$ cat src/design/otdpt_pkg.sv
package otdpt_pkg;

   // First odd divisor tried, and the step between trial divisors
   localparam int unsigned FIRST_DIVISOR = 3;
   localparam int unsigned DIVISOR_STEP  = 2;

   // Remainder unit -> sequencer
   typedef struct packed {
      logic done;     // one-cycle pulse: remainder is final
      logic is_zero;  // remainder equals zero
   } rem_status_type;

   // Sequencer -> top level
   typedef struct packed {
      logic idle;     // ready for a new candidate
      logic done;     // verdict is held and waits for the output register
      logic found;    // an odd factor was found
   } ctrl_status_type;

endpackage

$ cat src/design/odd_trial_division_prime_test_unit.sv
// Odd trial-division prime test.
//
// Input channel (req_*): one transaction carries one candidate in the low
// VALUE_WIDTH bits of req_tdata. Result channel (rsp_*): one transaction per
// candidate with has_odd_factor in bit 0 and is_prime in bit 1.
// The block tries odd divisors 3, 5, 7, ... while d*d <= candidate and stops
// at the first one that divides it. Even candidates are not tested for 2.
// Each trial divisor takes one bound check, one bit per cycle through the
// shared restoring remainder unit, and a final step to read its verdict. A
// prime near 2^31 needs about 23170 divisors; a candidate below 9 goes from
// the bound check straight to its verdict.
// req_tready is high only while the sequencer is idle, so one candidate is in
// work at a time. The verdict moves into a one-entry output register; the
// next candidate may be taken while that result waits for rsp_tready. If the
// receiver stalls longer than a full search, the sequencer holds its verdict
// until the output register frees up.
// Reset (synchronous, active high) drops any search in progress and any
// pending result; nothing carries over between candidates.
module odd_trial_division_prime_test_unit #(
   parameter int VALUE_WIDTH = 31
) (
   input  logic                                 clock,
   input  logic                                 reset,
   input  logic                                 req_tvalid,
   output logic                                 req_tready,
   input  logic [((VALUE_WIDTH+7)/8)*8-1:0]     req_tdata,   // [VALUE_WIDTH-1:0] candidate
   output logic                                 rsp_tvalid,
   input  logic                                 rsp_tready,
   output logic [7:0]                           rsp_tdata    // [0] has_odd_factor, [1] is_prime
);

   // d never exceeds about 2^(VALUE_WIDTH/2) + 2
   localparam int DIV_WIDTH = (VALUE_WIDTH + 1) / 2 + 1;

   otdpt_pkg::ctrl_status_type ctrl_status;
   otdpt_pkg::rem_status_type  rem_status;

   logic                   start;
   logic                   take;
   logic                   rem_start;
   logic [VALUE_WIDTH-1:0] held_candidate;
   logic [DIV_WIDTH-1:0]   divisor;

   logic rsp_valid_ff, rsp_valid_in;
   logic rsp_found_ff, rsp_found_in;

   // Accept a transaction only while the sequencer is idle
   assign req_tready = ctrl_status.idle;
   assign start      = req_tvalid & ctrl_status.idle;

   // Move the verdict out when the output register is empty or draining
   assign take = ctrl_status.done & (~rsp_valid_ff | rsp_tready);

   otdpt_ctrl #(
      .VALUE_WIDTH (VALUE_WIDTH),
      .DIV_WIDTH   (DIV_WIDTH)
   ) u_ctrl (
      .clock          (clock),
      .reset          (reset),
      .start          (start),
      .candidate      (req_tdata[VALUE_WIDTH-1:0]),
      .take           (take),
      .rem_status     (rem_status),
      .rem_start      (rem_start),
      .held_candidate (held_candidate),
      .divisor        (divisor),
      .status         (ctrl_status)
   );

   otdpt_rem #(
      .VALUE_WIDTH (VALUE_WIDTH),
      .DIV_WIDTH   (DIV_WIDTH)
   ) u_rem (
      .clock    (clock),
      .reset    (reset),
      .start    (rem_start),
      .dividend (held_candidate),
      .divisor  (divisor),
      .status   (rem_status)
   );

   // Output register: load on take, drop on a completed transaction
   always_comb begin
      rsp_valid_in = rsp_valid_ff;
      rsp_found_in = rsp_found_ff;
      if (take) begin
         rsp_valid_in = 1'b1;
         rsp_found_in = ctrl_status.found;
      end else if (rsp_tready) begin
         rsp_valid_in = 1'b0;
      end
   end

   always_ff @(posedge clock) begin
      if (reset) begin
         rsp_valid_ff <= 1'b0;
      end else begin
         rsp_valid_ff <= rsp_valid_in;
      end
   end

   always_ff @(posedge clock) begin
      rsp_found_ff <= rsp_found_in;
   end

   assign rsp_tvalid = rsp_valid_ff;
   assign rsp_tdata  = {6'b0, ~rsp_found_ff, rsp_found_ff};

endmodule

$ cat src/design/otdpt_rem.sv
module otdpt_rem #(
   parameter int VALUE_WIDTH = 31,
   parameter int DIV_WIDTH   = 17
) (
   input  logic                       clock,
   input  logic                       reset,
   input  logic                       start,
   input  logic [VALUE_WIDTH-1:0]     dividend,
   input  logic [DIV_WIDTH-1:0]       divisor,
   output otdpt_pkg::rem_status_type  status
);

   localparam int CNT_W = $clog2(VALUE_WIDTH);

   logic                   busy_ff,  busy_in;
   logic                   done_ff,  done_in;
   logic [CNT_W-1:0]       cnt_ff,   cnt_in;
   logic [VALUE_WIDTH-1:0] shift_ff, shift_in;
   logic [DIV_WIDTH-1:0]   rem_ff,   rem_in;

   logic [DIV_WIDTH:0]     trial;
   logic [DIV_WIDTH:0]     diff;
   logic [DIV_WIDTH-1:0]   rem_next;

   // One restoring step: shift in the next dividend bit, subtract if it fits
   assign trial    = {rem_ff, shift_ff[VALUE_WIDTH-1]};
   assign diff     = trial - {1'b0, divisor};
   assign rem_next = diff[DIV_WIDTH] ? trial[DIV_WIDTH-1:0] : diff[DIV_WIDTH-1:0];

   always_comb begin
      busy_in  = busy_ff;
      done_in  = 1'b0;
      cnt_in   = cnt_ff;
      shift_in = shift_ff;
      rem_in   = rem_ff;
      if (start) begin
         busy_in  = 1'b1;
         cnt_in   = '0;
         shift_in = dividend;
         rem_in   = '0;
      end else if (busy_ff) begin
         rem_in   = rem_next;
         shift_in = {shift_ff[VALUE_WIDTH-2:0], 1'b0};
         cnt_in   = cnt_ff + CNT_W'(1);
         if (cnt_ff == CNT_W'(VALUE_WIDTH - 1)) begin
            busy_in = 1'b0;
            done_in = 1'b1;
         end
      end
   end

   always_ff @(posedge clock) begin
      if (reset) begin
         busy_ff <= 1'b0;
         done_ff <= 1'b0;
         cnt_ff  <= '0;
      end else begin
         busy_ff <= busy_in;
         done_ff <= done_in;
         cnt_ff  <= cnt_in;
      end
   end

   always_ff @(posedge clock) begin
      shift_ff <= shift_in;
      rem_ff   <= rem_in;
   end

   assign status.done    = done_ff;
   assign status.is_zero = (rem_ff == '0);

endmodule

$ cat src/design/otdpt_ctrl.sv
module otdpt_ctrl #(
   parameter int VALUE_WIDTH = 31,
   parameter int DIV_WIDTH   = 17
) (
   input  logic                        clock,
   input  logic                        reset,
   input  logic                        start,
   input  logic [VALUE_WIDTH-1:0]      candidate,
   input  logic                        take,
   input  otdpt_pkg::rem_status_type   rem_status,
   output logic                        rem_start,
   output logic [VALUE_WIDTH-1:0]      held_candidate,
   output logic [DIV_WIDTH-1:0]        divisor,
   output otdpt_pkg::ctrl_status_type  status
);

   localparam int SQ_W = 2 * DIV_WIDTH;

   localparam logic [1:0] ST_IDLE   = 2'd0;
   localparam logic [1:0] ST_CHECK  = 2'd1;
   localparam logic [1:0] ST_DIVIDE = 2'd2;
   localparam logic [1:0] ST_DONE   = 2'd3;

   logic [1:0]             state_ff, state_in;
   logic [VALUE_WIDTH-1:0] cand_ff,  cand_in;
   logic [DIV_WIDTH-1:0]   d_ff,     d_in;
   logic [SQ_W-1:0]        sq_ff,    sq_in;
   logic                   found_ff, found_in;

   always_comb begin
      state_in  = state_ff;
      cand_in   = cand_ff;
      d_in      = d_ff;
      sq_in     = sq_ff;
      found_in  = found_ff;
      rem_start = 1'b0;
      unique case (state_ff)
         ST_IDLE: begin
            if (start) begin
               cand_in  = candidate;
               d_in     = DIV_WIDTH'(otdpt_pkg::FIRST_DIVISOR);
               sq_in    = SQ_W'(otdpt_pkg::FIRST_DIVISOR * otdpt_pkg::FIRST_DIVISOR);
               found_in = 1'b0;
               state_in = ST_CHECK;
            end
         end
         ST_CHECK: begin
            // stop once d*d passes the candidate
            if (sq_ff > SQ_W'(cand_ff)) begin
               state_in = ST_DONE;
            end else begin
               rem_start = 1'b1;
               state_in  = ST_DIVIDE;
            end
         end
         ST_DIVIDE: begin
            if (rem_status.done) begin
               if (rem_status.is_zero) begin
                  found_in = 1'b1;
                  state_in = ST_DONE;
               end else begin
                  // (d+s)^2 = d^2 + 2*s*d + s^2
                  d_in     = d_ff + DIV_WIDTH'(otdpt_pkg::DIVISOR_STEP);
                  sq_in    = sq_ff
                           + SQ_W'(d_ff) * SQ_W'(2 * otdpt_pkg::DIVISOR_STEP)
                           + SQ_W'(otdpt_pkg::DIVISOR_STEP * otdpt_pkg::DIVISOR_STEP);
                  state_in = ST_CHECK;
               end
            end
         end
         ST_DONE: begin
            if (take) begin
               state_in = ST_IDLE;
            end
         end
         default: begin
            state_in = ST_IDLE;
         end
      endcase
   end

   always_ff @(posedge clock) begin
      if (reset) begin
         state_ff <= ST_IDLE;
      end else begin
         state_ff <= state_in;
      end
   end

   always_ff @(posedge clock) begin
      cand_ff  <= cand_in;
      d_ff     <= d_in;
      sq_ff    <= sq_in;
      found_ff <= found_in;
   end

   assign held_candidate = cand_ff;
   assign divisor        = d_ff;
   assign status.idle    = (state_ff == ST_IDLE);
   assign status.done    = (state_ff == ST_DONE);
   assign status.found   = found_ff;

endmodule

$ cat config.mk
export PLATFORM = sky130hd
export DESIGN_NAME = odd_trial_division_prime_test_unit
export DESIGN_NICKNAME = d
export VERILOG_FILES = /design/src/design/otdpt_pkg.sv /design/src/design/odd_trial_division_prime_test_unit.sv /design/src/design/otdpt_rem.sv /design/src/design/otdpt_ctrl.sv
export SDC_FILE = /design/constraint.sdc
export NUM_CORES = 1
export LEC_CHECK = 0
export ABC_AREA = 1
export ABC_CLOCK_PERIOD_IN_PS = 4400
export BUFFER_PORTS_ARGS = -buffer_cell sky130_fd_sc_hd__buf_2
export CAP_MARGIN = 20
export CORE_MARGIN = 1.5
export CORE_UTILIZATION = 50
export CTS_CLUSTER_DIAMETER = 120
export CTS_CLUSTER_SIZE = 30
export DETAILED_ROUTE_END_ITERATION = 6
export PLACE_DENSITY_LB_ADDON = 0.2
export REMOVE_ABC_BUFFERS = 1
export SETUP_SLACK_MARGIN = 0.4
export SKIP_CTS_REPAIR_TIMING = 1
export SLEW_MARGIN = 20
export SYNTH_ARGS = -nofsm -noshare
export SYNTH_HDL_FRONTEND = slang
export SYNTH_HIERARCHICAL = 1
export SYNTH_SLANG_ARGS = --single-unit
$ cat constraint.sdc
create_clock -name clock -period 4.4 [get_ports clock]
set_clock_uncertainty 0.2 [all_clocks]
set_input_delay 0.44 -clock clock [delete_from_list [all_inputs] [get_ports clock]]
set_output_delay 0.44 -clock clock [all_outputs]
set_load 0.1 [all_outputs]
# [After elaboration in Yosys (flattened, before gate mapping)]
# Cells that the tools add are included.
[totals] regBits=142 mem_bits_rw=0 romBits=0 output_inout_bits=10 n_memories=0 elab_cells=73 input_bits=36 latch_bits=0
[classes] n_addsub=5 n_reduce_logical=11 n_mul=0 bitwise=6 n_div=0 magnitude_cmp=1 mux=29 eq_ne=9 shifts=0
[ops] op="2-to-1 mux 34 bit" count=3
[ops] op="2-to-1 mux 17 bit" count=4
[ops] op="one-hot mux 34 bit (2 select lines)" count=1
[ops] op="2-to-1 mux 31 bit" count=2
[ops] op="adder 34 x 19 -> 34 bit" count=1
[ops] op="adder 34 x 3 -> 34 bit (second input constant)" count=1
[ops] op="> comparator 34 x 31 -> 1 bit" count=1
[ops] op="one-hot mux 17 bit (2 select lines)" count=1
[ops] op="subtractor 18 x 17 -> 18 bit" count=1
[ops] op="adder 17 x 2 -> 17 bit (second input constant)" count=1
[ops] op="zero test 17 bit" count=1
[ops] op="2-to-1 mux 1 bit" count=12
[ops] op="2-to-1 mux 2 bit" count=4
[ops] op="one-hot mux 2 bit (4 select lines)" count=1
[ops] op="AND reduction 4 bit" count=2
[ops] op="!= test 2 x 1 -> 1 bit (second input constant)" count=3
[ops] op="nonzero test 2 bit" count=3
[ops] op="adder 5 x 1 -> 5 bit (second input constant)" count=1
[ops] op="== test 5 bit (second input constant)" count=1
[ops] op="== test 2 bit (second input constant)" count=2
[ops] op="!= test 2 bit (second input constant)" count=2
[ops] op="inverter 1 bit" count=3
[ops] op="AND reduction 3 bit" count=1
[ops] op="OR reduction 3 bit" count=1
[ops] op="7 further kinds" count=8

# [Depth between registers and ports, before layout]
# Gate-level depths: netlist of the first run.
[depth] word_depth=5 depth_mapped=18

# [Modules after synthesis]
# The synthesis of the first run kept the hierarchy.
[modules_own_cells] module="otdpt_ctrl" area_per_inst_um2=5635.4 seq_area_each_um2=2412.3 instances=1 cells_per_inst=662
[modules_own_cells] module="otdpt_rem" area_per_inst_um2=3647.2 seq_area_each_um2=1411.4 instances=1 cells_per_inst=520
[modules_own_cells] module="odd_trial_division_prime_test_unit" area_per_inst_um2=145.1 seq_area_each_um2=50.0 instances=1 cells_per_inst=18

# [Worst setup path after synthesis of the first run]
# Ideal clock, no wire load.
[synth_timing] path_kind="reg-to-reg" start="reg u_ctrl.state_ff[1]" end="reg u_ctrl.d_ff[10] (netlist: u_ctrl/divisor[10]) (enable)" arrival_time_ns=4.623 period_less_slack_ns=5.290 setup_ns=0.467 stages_incl_launch_ff=7 t_required_ns=3.733 setup_slack_ns=-0.890 cell_sequence="dfxtp_1 > nor2_1 > nand2_1 > inv_1 > o22ai_1 > or2_2 > a21oi_1"
[synth_between] elab_chain_len=4 elab_cells_between_ends=8 classes_between="4 x eq/ne; 1 x bitwise; 3 x reduce/logical"
[synth_rtl] item="from (decl)" line_no="otdpt_ctrl.sv:24" source="logic [1:0] state_ff, state_in;"
[synth_rtl] item="from (signal assigned)" line_no="otdpt_ctrl.sv:86" source="state_ff <= state_in;"
[synth_rtl] item="zero test 2 bit" line_no="otdpt_ctrl.sv:99" source="assign status.idle = (state_ff == ST_IDLE);"
[synth_rtl] item="net req_tready" line_no="odd_trial_division_prime_test_unit.sv:25" source="output logic req_tready,"
[synth_rtl] item="bitwise AND 1 bit" line_no="odd_trial_division_prime_test_unit.sv:49" source="assign start = req_tvalid & ctrl_status.idle;"
[synth_rtl] item="net start" line_no="odd_trial_division_prime_test_unit.sv:38" source="logic start;"
[synth_rtl] item="!= test 2 x 1 -> 1 bit (no line)"
[synth_rtl] item="AND reduction 4 bit (no line)"
[synth_rtl] item="to (signal assigned)" line_no="otdpt_ctrl.sv:92" source="d_ff <= d_in;"
[synth_rtl] item="to (decl)" line_no="otdpt_ctrl.sv:26" source="logic [DIV_WIDTH-1:0] d_ff, d_in;"
# The timed path passes the listed nets, and every way through them passes these cells.
# A chain may end at the register's enable or synchronous reset.

# [Worst setup path in the final report of the first run]
[layout_timing] start="reg u_ctrl.cand_ff[9] (netlist: u_ctrl/held_candidate[9])" end="reg u_rem.shift_ff[28] (enable)"
[layout_between] elab_chain_len=4
[layout_rtl] item="from (decl)" line_no="otdpt_ctrl.sv:25" source="logic [VALUE_WIDTH-1:0] cand_ff, cand_in;"
[layout_rtl] item="from (signal assigned)" line_no="otdpt_ctrl.sv:91" source="cand_ff <= cand_in;"
[layout_rtl] item="> comparator 34 x 31 -> 1 bit" line_no="otdpt_ctrl.sv:49" source="if (sq_ff > SQ_W'(cand_ff)) begin"
[layout_rtl] item="2-to-1 mux 1 bit" line_no="otdpt_ctrl.sv:49"
[layout_rtl] item="2-to-1 mux 1 bit" line_no="otdpt_ctrl.sv:37" source="unique case (state_ff)"
[layout_rtl] item="net rem_start" line_no="odd_trial_division_prime_test_unit.sv:40" source="logic rem_start;"
[layout_rtl] item="nonzero test 2 bit (no line)"
[layout_rtl] item="to (signal assigned)" line_no="otdpt_rem.sv:65" source="shift_ff <= shift_in;"
[layout_rtl] item="to (decl)" line_no="otdpt_rem.sv:18" source="logic [VALUE_WIDTH-1:0] shift_ff, shift_in;"
# The timed path passes the listed nets, and every way through them passes these cells.

==> reports/summary.txt, run 1 <==
ANT cells -> 0
Min Tclk post-route -> 3.327 ns
Final instance area -> 0.01070 mm2
Endpoint class of the critical path -> flip-flop
WL final -> 21000 um
Reg clk slew, reported paths -> 0.06 ns
Post-Syn Instances -> 1200
Drc violations -> 0
FP Rows -> 50
Max Cap Viol -> 0
Peak supply drop -> 0.4477 mV
Final net count -> 1389
Commonest non-fill, non-tap cell in the layout -> nand2_1
Worst EP arrival -> 3.20 ns
Post-route antenna net violation count -> 0
Final Hold Fails -> 0
Slew @ Worst Pin -> 1.009 ns
Worst-Skew Late Latency -> 0.43 ns
R2r startpoint -> u_ctrl/held_candidate[9]$_DFFE_PP_
Tot Pwr -> 8.661 mW
Dpl cell area -> 0.009821 mm2
Routed vias -> 7672
Worst-path maximum fanout -> 31
CORE AREA -> 0.01858 mm2
Initial core utilization -> 50.74%
Critical path class -> flip-flop to flip-flop
CP Data Required Time -> 4.27 ns
Hold path start -> reset
HPWL after DPL -> 15360 um
P_leak -> 5.131 nW
DRT iter0 DRCs -> 505
Largest area contributor in the netlist -> edfxtp_1
CTS tree -> done
Most frequent cells in the layout -> nand2_1, inv_1, edfxtp_1, nor2_1, ha_1
CP delay by family, top -> simple AND/OR/NAND/NOR gates
Hold WC Path Type -> input port to flip-flop
Max transition margin -> 32.69%
Die Area -> 0.01969 mm2
Origin of the worst setup path -> u_ctrl/held_candidate[9]$_DFFE_PP_
Clk root buf -> clkbuf_16
Setup-failing EPs final -> 0
Total CTS buffers -> 17
Slowest stage delay, CP -> 0.46 ns
WL/cell -> 13.83 um
Final count of pins violating max slew -> 0
Pin count of the biggest net entering global routing -> 48
Outcome -> completed
Worst-path cell chain -> inv_1, ha_1, nand4_1, nor3_1, nand3b_1, a21oi_2, nor2_1, buf_4, inv_1, buf_4
Vias per Instance -> 5.054
Syn Area/Cell -> 7.856 um2
Main area contributors after synthesis -> edfxtp_1, nand2_1, ha_1
P&R area growth vs syn -> 13.46%
Ys Warns -> 6
Routability congestion estimate -> 0.8927
Die Span Y -> 140.3 um
Post-synth cell types -> 48
Overall Global Routing Usage -> 22.27%
Port bufs -> 38
Number of placed I/O pins -> 46
RSZ-0062 raised after global routing -> false
Worst path slowest cell -> nor3_1
Clock sink count -> 138
Register area share after synthesis -> 41.09%
Crit share post-route -> 75.62%
Top cell type's share of synthesized area -> 35.36%
Cell Count, Final, Fillers Out -> 1518
DRT Pass-1 Iters -> 5
Yosys reg bits -> 138
Vias in the first global route -> 7062
Power density cells -> 809.7 mW/mm2
Startpoint Class -> flip-flop
Mapped Area -> 0.009428 mm2
Initial antenna violation count -> 0
Layout cells sized above 1 -> 13.08%
GRT overflow -> 0
Die Span X -> 140.3 um
CP bufs+invs -> 4
Dpl cells -> 1455
H-tree levels -> 4
Peak Freq -> 300.5 MHz
Maximum buffer depth of the clock tree -> 2
First-pass GRT wire length -> 34720 um
Final hold slack -> 0.03540 ns
[layout make-up]
type                       instances  area, um2
sequential                       138       3874
timing repair buffer              75      545.5
multi-input combinational        861       4751
tap                              234      292.8
inverter                         178      668.1
clock inverter                    15      140.1
clock buffer                      17      425.4
fill                            1695       7884
[final timing paths]
| path | end | slack (ns) | depth (start not counted) |
|---|---|---|---|
| setup / recovery | u_rem/shift_ff[28]$_DFFE_PP_ | 1.07 | 10 |
| setup reg to reg | u_rem/shift_ff[28]$_DFFE_PP_ | 1.07 | 10 |
| hold / removal | rsp_tvalid$_SDFFE_PP0P_ | 0.04 | 2 |
| hold reg to reg | rsp_found_ff$_DFFE_PP_ | 0.22 | 0 |
[logic make-up after synthesis]
| kind of cell | after synthesis | share of synthesized area, % |
|---|---|---|
| compound gates | 121 | 7.339 |
| simple gates | 638 | 30.31 |
| flops | 138 | 41.09 |
| buf+inv | 206 | 8.932 |
| fa+ha+maj | 82 | 11.04 |
| other cells | 2 | 0.07966 |
| xor+xnor | 13 | 1.208 |
[flip-flops by register name, summed over array words and instances, names as in the netlist]
| signal | flops |
|---|---|
| u_ctrl/found_ff | 1 |
| u_rem/shift_ff | 31 |
| u_rem/rem_ff | 17 |
| u_ctrl/state_ff | 2 |
| u_ctrl/sq_ff | 31 |
| u_rem/cnt_ff | 5 |
| rsp_found_ff | 1 |
| u_ctrl/divisor | 16 |
| u_rem/done_ff | 1 |
| rsp_tvalid | 1 |
| u_ctrl/held_candidate | 31 |
| u_rem/busy_ff | 1 |
[where the power goes]
| part | switching (mW) | internal [mW] | total (mW) |
|---|---|---|---|
| registers | 0.429 | 2.06 | 2.49 |
| logic | 3.22 | 1.58 | 4.79 |
| clock network | 0.592 | 0.785 | 1.38 |
[cells in the mapped netlist, drive strengths merged]
| master | instances |
|---|---|
| a21o | 4 |
| o21bai | 3 |
| nand3b | 4 |
| and2 | 2 |
| xor2 | 5 |
| or2 | 2 |
| nor3b | 2 |
| and3 | 1 |
| o21a | 2 |
| buf | 18 |
| nor3 | 18 |
| nand3 | 84 |
| xnor2 | 8 |
| o21ai | 35 |
| nor4 | 3 |
| a21oi | 74 |
| a2bb2oi | 1 |
| a211oi | 1 |
| fa | 2 |
| conb | 2 |
| o22ai | 1 |
| nand4 | 17 |
| nor2b | 1 |
| nand2 | 396 |
| inv | 178 |
| edfxtp | 111 |
| ha | 80 |
| dfxtp | 27 |
| clkbuf | 10 |
| nor2 | 108 |
[worst reg2reg max path, stage by stage, from the launching register on]
cell and delay (ns):
edfxtp_1 0.37, inv_1 0.07, ha_1 0.32, nand4_1 0.20, nor3_1 0.46, nand3b_1 0.25, a21oi_2 0.31, nor2_1 0.08
buf_4 0.22, inv_1 0.09, buf_4 0.41
[metrics by stage]
step | setup TNS (ns) | util [%] | worst slack, ns
2_1_floorplan | -45.17 | - | -0.9037
3_3_place_gp | 0 | 52.86 | 1.141
3_5_place_dp | 0 | 52.86 | 1.069
4_1_cts | 0 | 55.90 | 1.065
5_1_grt | 0 | 57.57 | 0.9378
6_report | 0 | 57.57 | 1.073
[metal layers]
metal	GRT usage, %	vias to the layer above	routed length, um
met3	3.932	20	854
met5	0	-	0
met2	34.97	155	9423
li1	-	4035	-
met1	31.76	3462	10450
met4	5.983	0	265
(Power assumes the default switching activity.)
==> run 2: changes to the inputs <==
--- a/config.mk
+++ b/config.mk
@@ -6,7 +6,7 @@
 export NUM_CORES = 1
 export LEC_CHECK = 0
 export ABC_AREA = 1
-export ABC_CLOCK_PERIOD_IN_PS = 4400
+export ABC_CLOCK_PERIOD_IN_PS = 3020
 export BUFFER_PORTS_ARGS = -buffer_cell sky130_fd_sc_hd__buf_2
 export CAP_MARGIN = 20
 export CORE_MARGIN = 1.5
==> constraint.sdc (replaced) <==
create_clock -name clock -period 3.02 [get_ports clock]
set_clock_uncertainty 0.2 [all_clocks]
set_input_delay 0.302 -clock clock [delete_from_list [all_inputs] [get_ports clock]]
set_output_delay 0.302 -clock clock [all_outputs]
set_load 0.1 [all_outputs]
==> reports/summary.txt, run 2 (synthesized netlist as in run 1, its figures left out) <==
First-pass GRT wire length -> 34850 um (+0.36%)
Dpl cells -> 1470 (+1.0%)
Critical path class -> flip-flop to flip-flop
Outcome -> completed
R2r startpoint -> u_ctrl/sq_ff[29]$_SDFFCE_PN0P_
# fillers -> 1562 (-7.8%)
CORE AREA -> 0.01858 mm2 (unchanged)
Slew @ Worst Pin -> 0.5993 ns (-0.4092 ns)
Final Hold Fails -> 0 (unchanged)
Vias in the first global route -> 7241 (+2.5%)
Total CTS buffers -> 17 (unchanged)
Vias per Instance -> 5.128 (+1.5%)
RSZ-0062 raised after global routing -> true
Number of placed I/O pins -> 46 (unchanged)
Worst EP arrival -> 2.59 ns (-0.61 ns)
ANT cells -> 0 (unchanged)
WHS Path Cells -> 5 (+3)
Reg2Reg Setup Slack -> 0.37 ns (-0.71 ns)
Final count of pins violating max slew -> 0 (unchanged)
Hold WC Path Type -> input port to flip-flop
Overall Global Routing Usage -> 22.31% (+0.042 points)
DRT iter0 DRCs -> 479 (-5.1%)
Die Area -> 0.01969 mm2 (unchanged)
Worst-path cell chain -> ha_4, nand2_1, nor2_2, nand2_1, inv_2, nand3_1, nand3b_1, a21oi_4, nor2_2, inv_4, clkbuf_16
WL/cell -> 14.40 um (+4.1%)
Peak Freq -> 376.9 MHz (+25%)
Max transition margin -> 59.95% (+27 points)
CP bufs+invs -> 3 (-1)
Final net count -> 1438 (+3.5%)
Port bufs -> 38 (unchanged)
Power density cells -> 1226 mW/mm2 (+51%)
Slowest stage delay, CP -> 0.50 ns (+0.04 ns)
H-tree levels -> 4 (unchanged)
Clk root buf -> clkbuf_16
Post-route antenna net violation count -> 0 (unchanged)
Cell Count, Final, Fillers Out -> 1567 (+3.2%)
Peak supply drop -> 0.6486 mV (+45%)
WL final -> 22560 um (+7.4%)
Routability congestion estimate -> 0.8979 (+0.58%)
P&R area growth vs syn -> 21.96%
Commonest non-fill, non-tap cell in the layout -> nand2_1
CP delay by family, top -> simple AND/OR/NAND/NOR gates
Startpoint Class -> flip-flop
Initial core utilization -> 50.74% (unchanged)
Setup TNS -> 0 ns (unchanged)
Origin of the worst setup path -> u_ctrl/sq_ff[29]$_SDFFCE_PN0P_
Routed vias -> 8036 (+4.7%)
P_leak -> 5.421 nW (+5.7%)
Sequential Area -> 0.003874 mm2 (unchanged)
Max Cap Viol -> 0 (unchanged)
Die Span Y -> 140.3 um (unchanged)
FP Rows -> 50 (unchanged)
Worst flop-to-flop path endpoint -> u_rem/shift_ff[28]$_DFFE_PP_
Most frequent cells in the layout -> nand2_1, inv_1, edfxtp_1, nor2_1, nand3_1
Setup-failing EPs final -> 0 (unchanged)
Worst path slowest cell -> edfxtp_1
Hold path start -> req_tvalid
Maximum buffer depth of the clock tree -> 2 (unchanged)
CP Data Required Time -> 2.96 ns (-1.31 ns)
Die Span X -> 140.3 um (unchanged)
GRT overflow -> 0 (unchanged)
DRT Pass-1 Iters -> 6 (+1)
Worst-Skew Late Latency -> 0.43 ns (about the same)
HPWL after DPL -> 15910 um (+3.5%)
Crit share post-route -> 87.86% (+12 points)
R2R depth -> 11 (+1)
Endpoint class of the critical path -> flip-flop
CTS tree -> done
Clock sink count -> 138 (unchanged)
Worst-path maximum fanout -> 8 (-74%)
Layout cells sized above 1 -> 20.41% (+7.3 points)
Hold Crit Endpoint -> u_ctrl/state_ff[1]$_SDFFE_PP0P_
Initial antenna violation count -> 0 (unchanged)
Reg clk slew, reported paths -> 0.07 ns (about the same)
Pin count of the biggest net entering global routing -> 39 (-19%)
Drc violations -> 0 (unchanged)
Multi-input logic area -> 0.005110 mm2 (+7.6%)
Min Tclk post-route -> 2.653 ns (-0.6740 ns)
==> run 2: how the worst max path moves through the flow <==
| stage | end | slack (ns) | cells past startpoint |
|---|---|---|---|
| 2_1_floorplan | u_ctrl/divisor[10]$_SDFFCE_PN0P_ | -2.28 | 6 |
| 3_3_place_gp | u_rem/shift_ff[7]$_DFFE_PP_ | 0.31 | 12 |
| 5_1_grt | u_rem/shift_ff[21]$_DFFE_PP_ | 0.22 | 11 |
| 4_1_cts | u_rem/shift_ff[8]$_DFFE_PP_ | 0.23 | 11 |
| 6_report | u_rem/shift_ff[28]$_DFFE_PP_ | 0.37 | 11 |
| 3_5_place_dp | u_rem/shift_ff[7]$_DFFE_PP_ | 0.26 | 12 |
==> run 2: report_power, final <==
part           switching [mW]  total, mW  leakage (nW)  internal (mW)
logic                    5.42       8.64          3.90           3.22
clock network           0.871       1.94         0.252           1.07
registers               0.524       3.52          1.27           2.99
==> run 2: layout make-up <==
cell class | instances | share of cell area, %
Clock buffer | 18 | 3.732
Clock inverter | 14 | 0.9684
Sequential cell | 138 | 33.69
Tap cell | 234 | 2.546
Inverter | 178 | 5.832
Timing Repair Buffer | 124 | 8.792
Multi-Input combinational cell | 861 | 44.44
==> run 2: stage by stage <==
| stage | setup WS [ns] | utilization [%] | hold WS (ns) | total power, mW | instance area [um2] |
|---|---|---|---|---|---|
| final | 0.3666 | 61.89 | 0.05520 | 14.10 | 11500 |
| after global routing | 0.2237 | 61.89 | 0.08316 | 15.28 | 11500 |
| after CTS | 0.2253 | 56.57 | -0.1680 | 12.75 | 10510 |
| after detailed placement | 0.2585 | 53.66 | 0.2172 | 10.76 | 9971 |
| after global placement | 0.3123 | 53.66 | 0.2059 | 10.61 | 9971 |
| after floorplan | -2.284 | - | 0.1644 | 8.916 | 9273 |
==> run 2: tightest hold or removal path, stage by stage <==
cell      delay [ns]
buf_2           0.10
nand2_1         0.05
inv_1           0.04
inv_1           0.07
a211oi_1        0.06
==> run 2: layer usage <==
metal | global-route usage (%) | wire length [um]
met5 | 0 | 0
met3 | 3.932 | 1087
met4 | 6.981 | 235
met1 | 30.26 | 10570
met2 | 36.43 | 10670
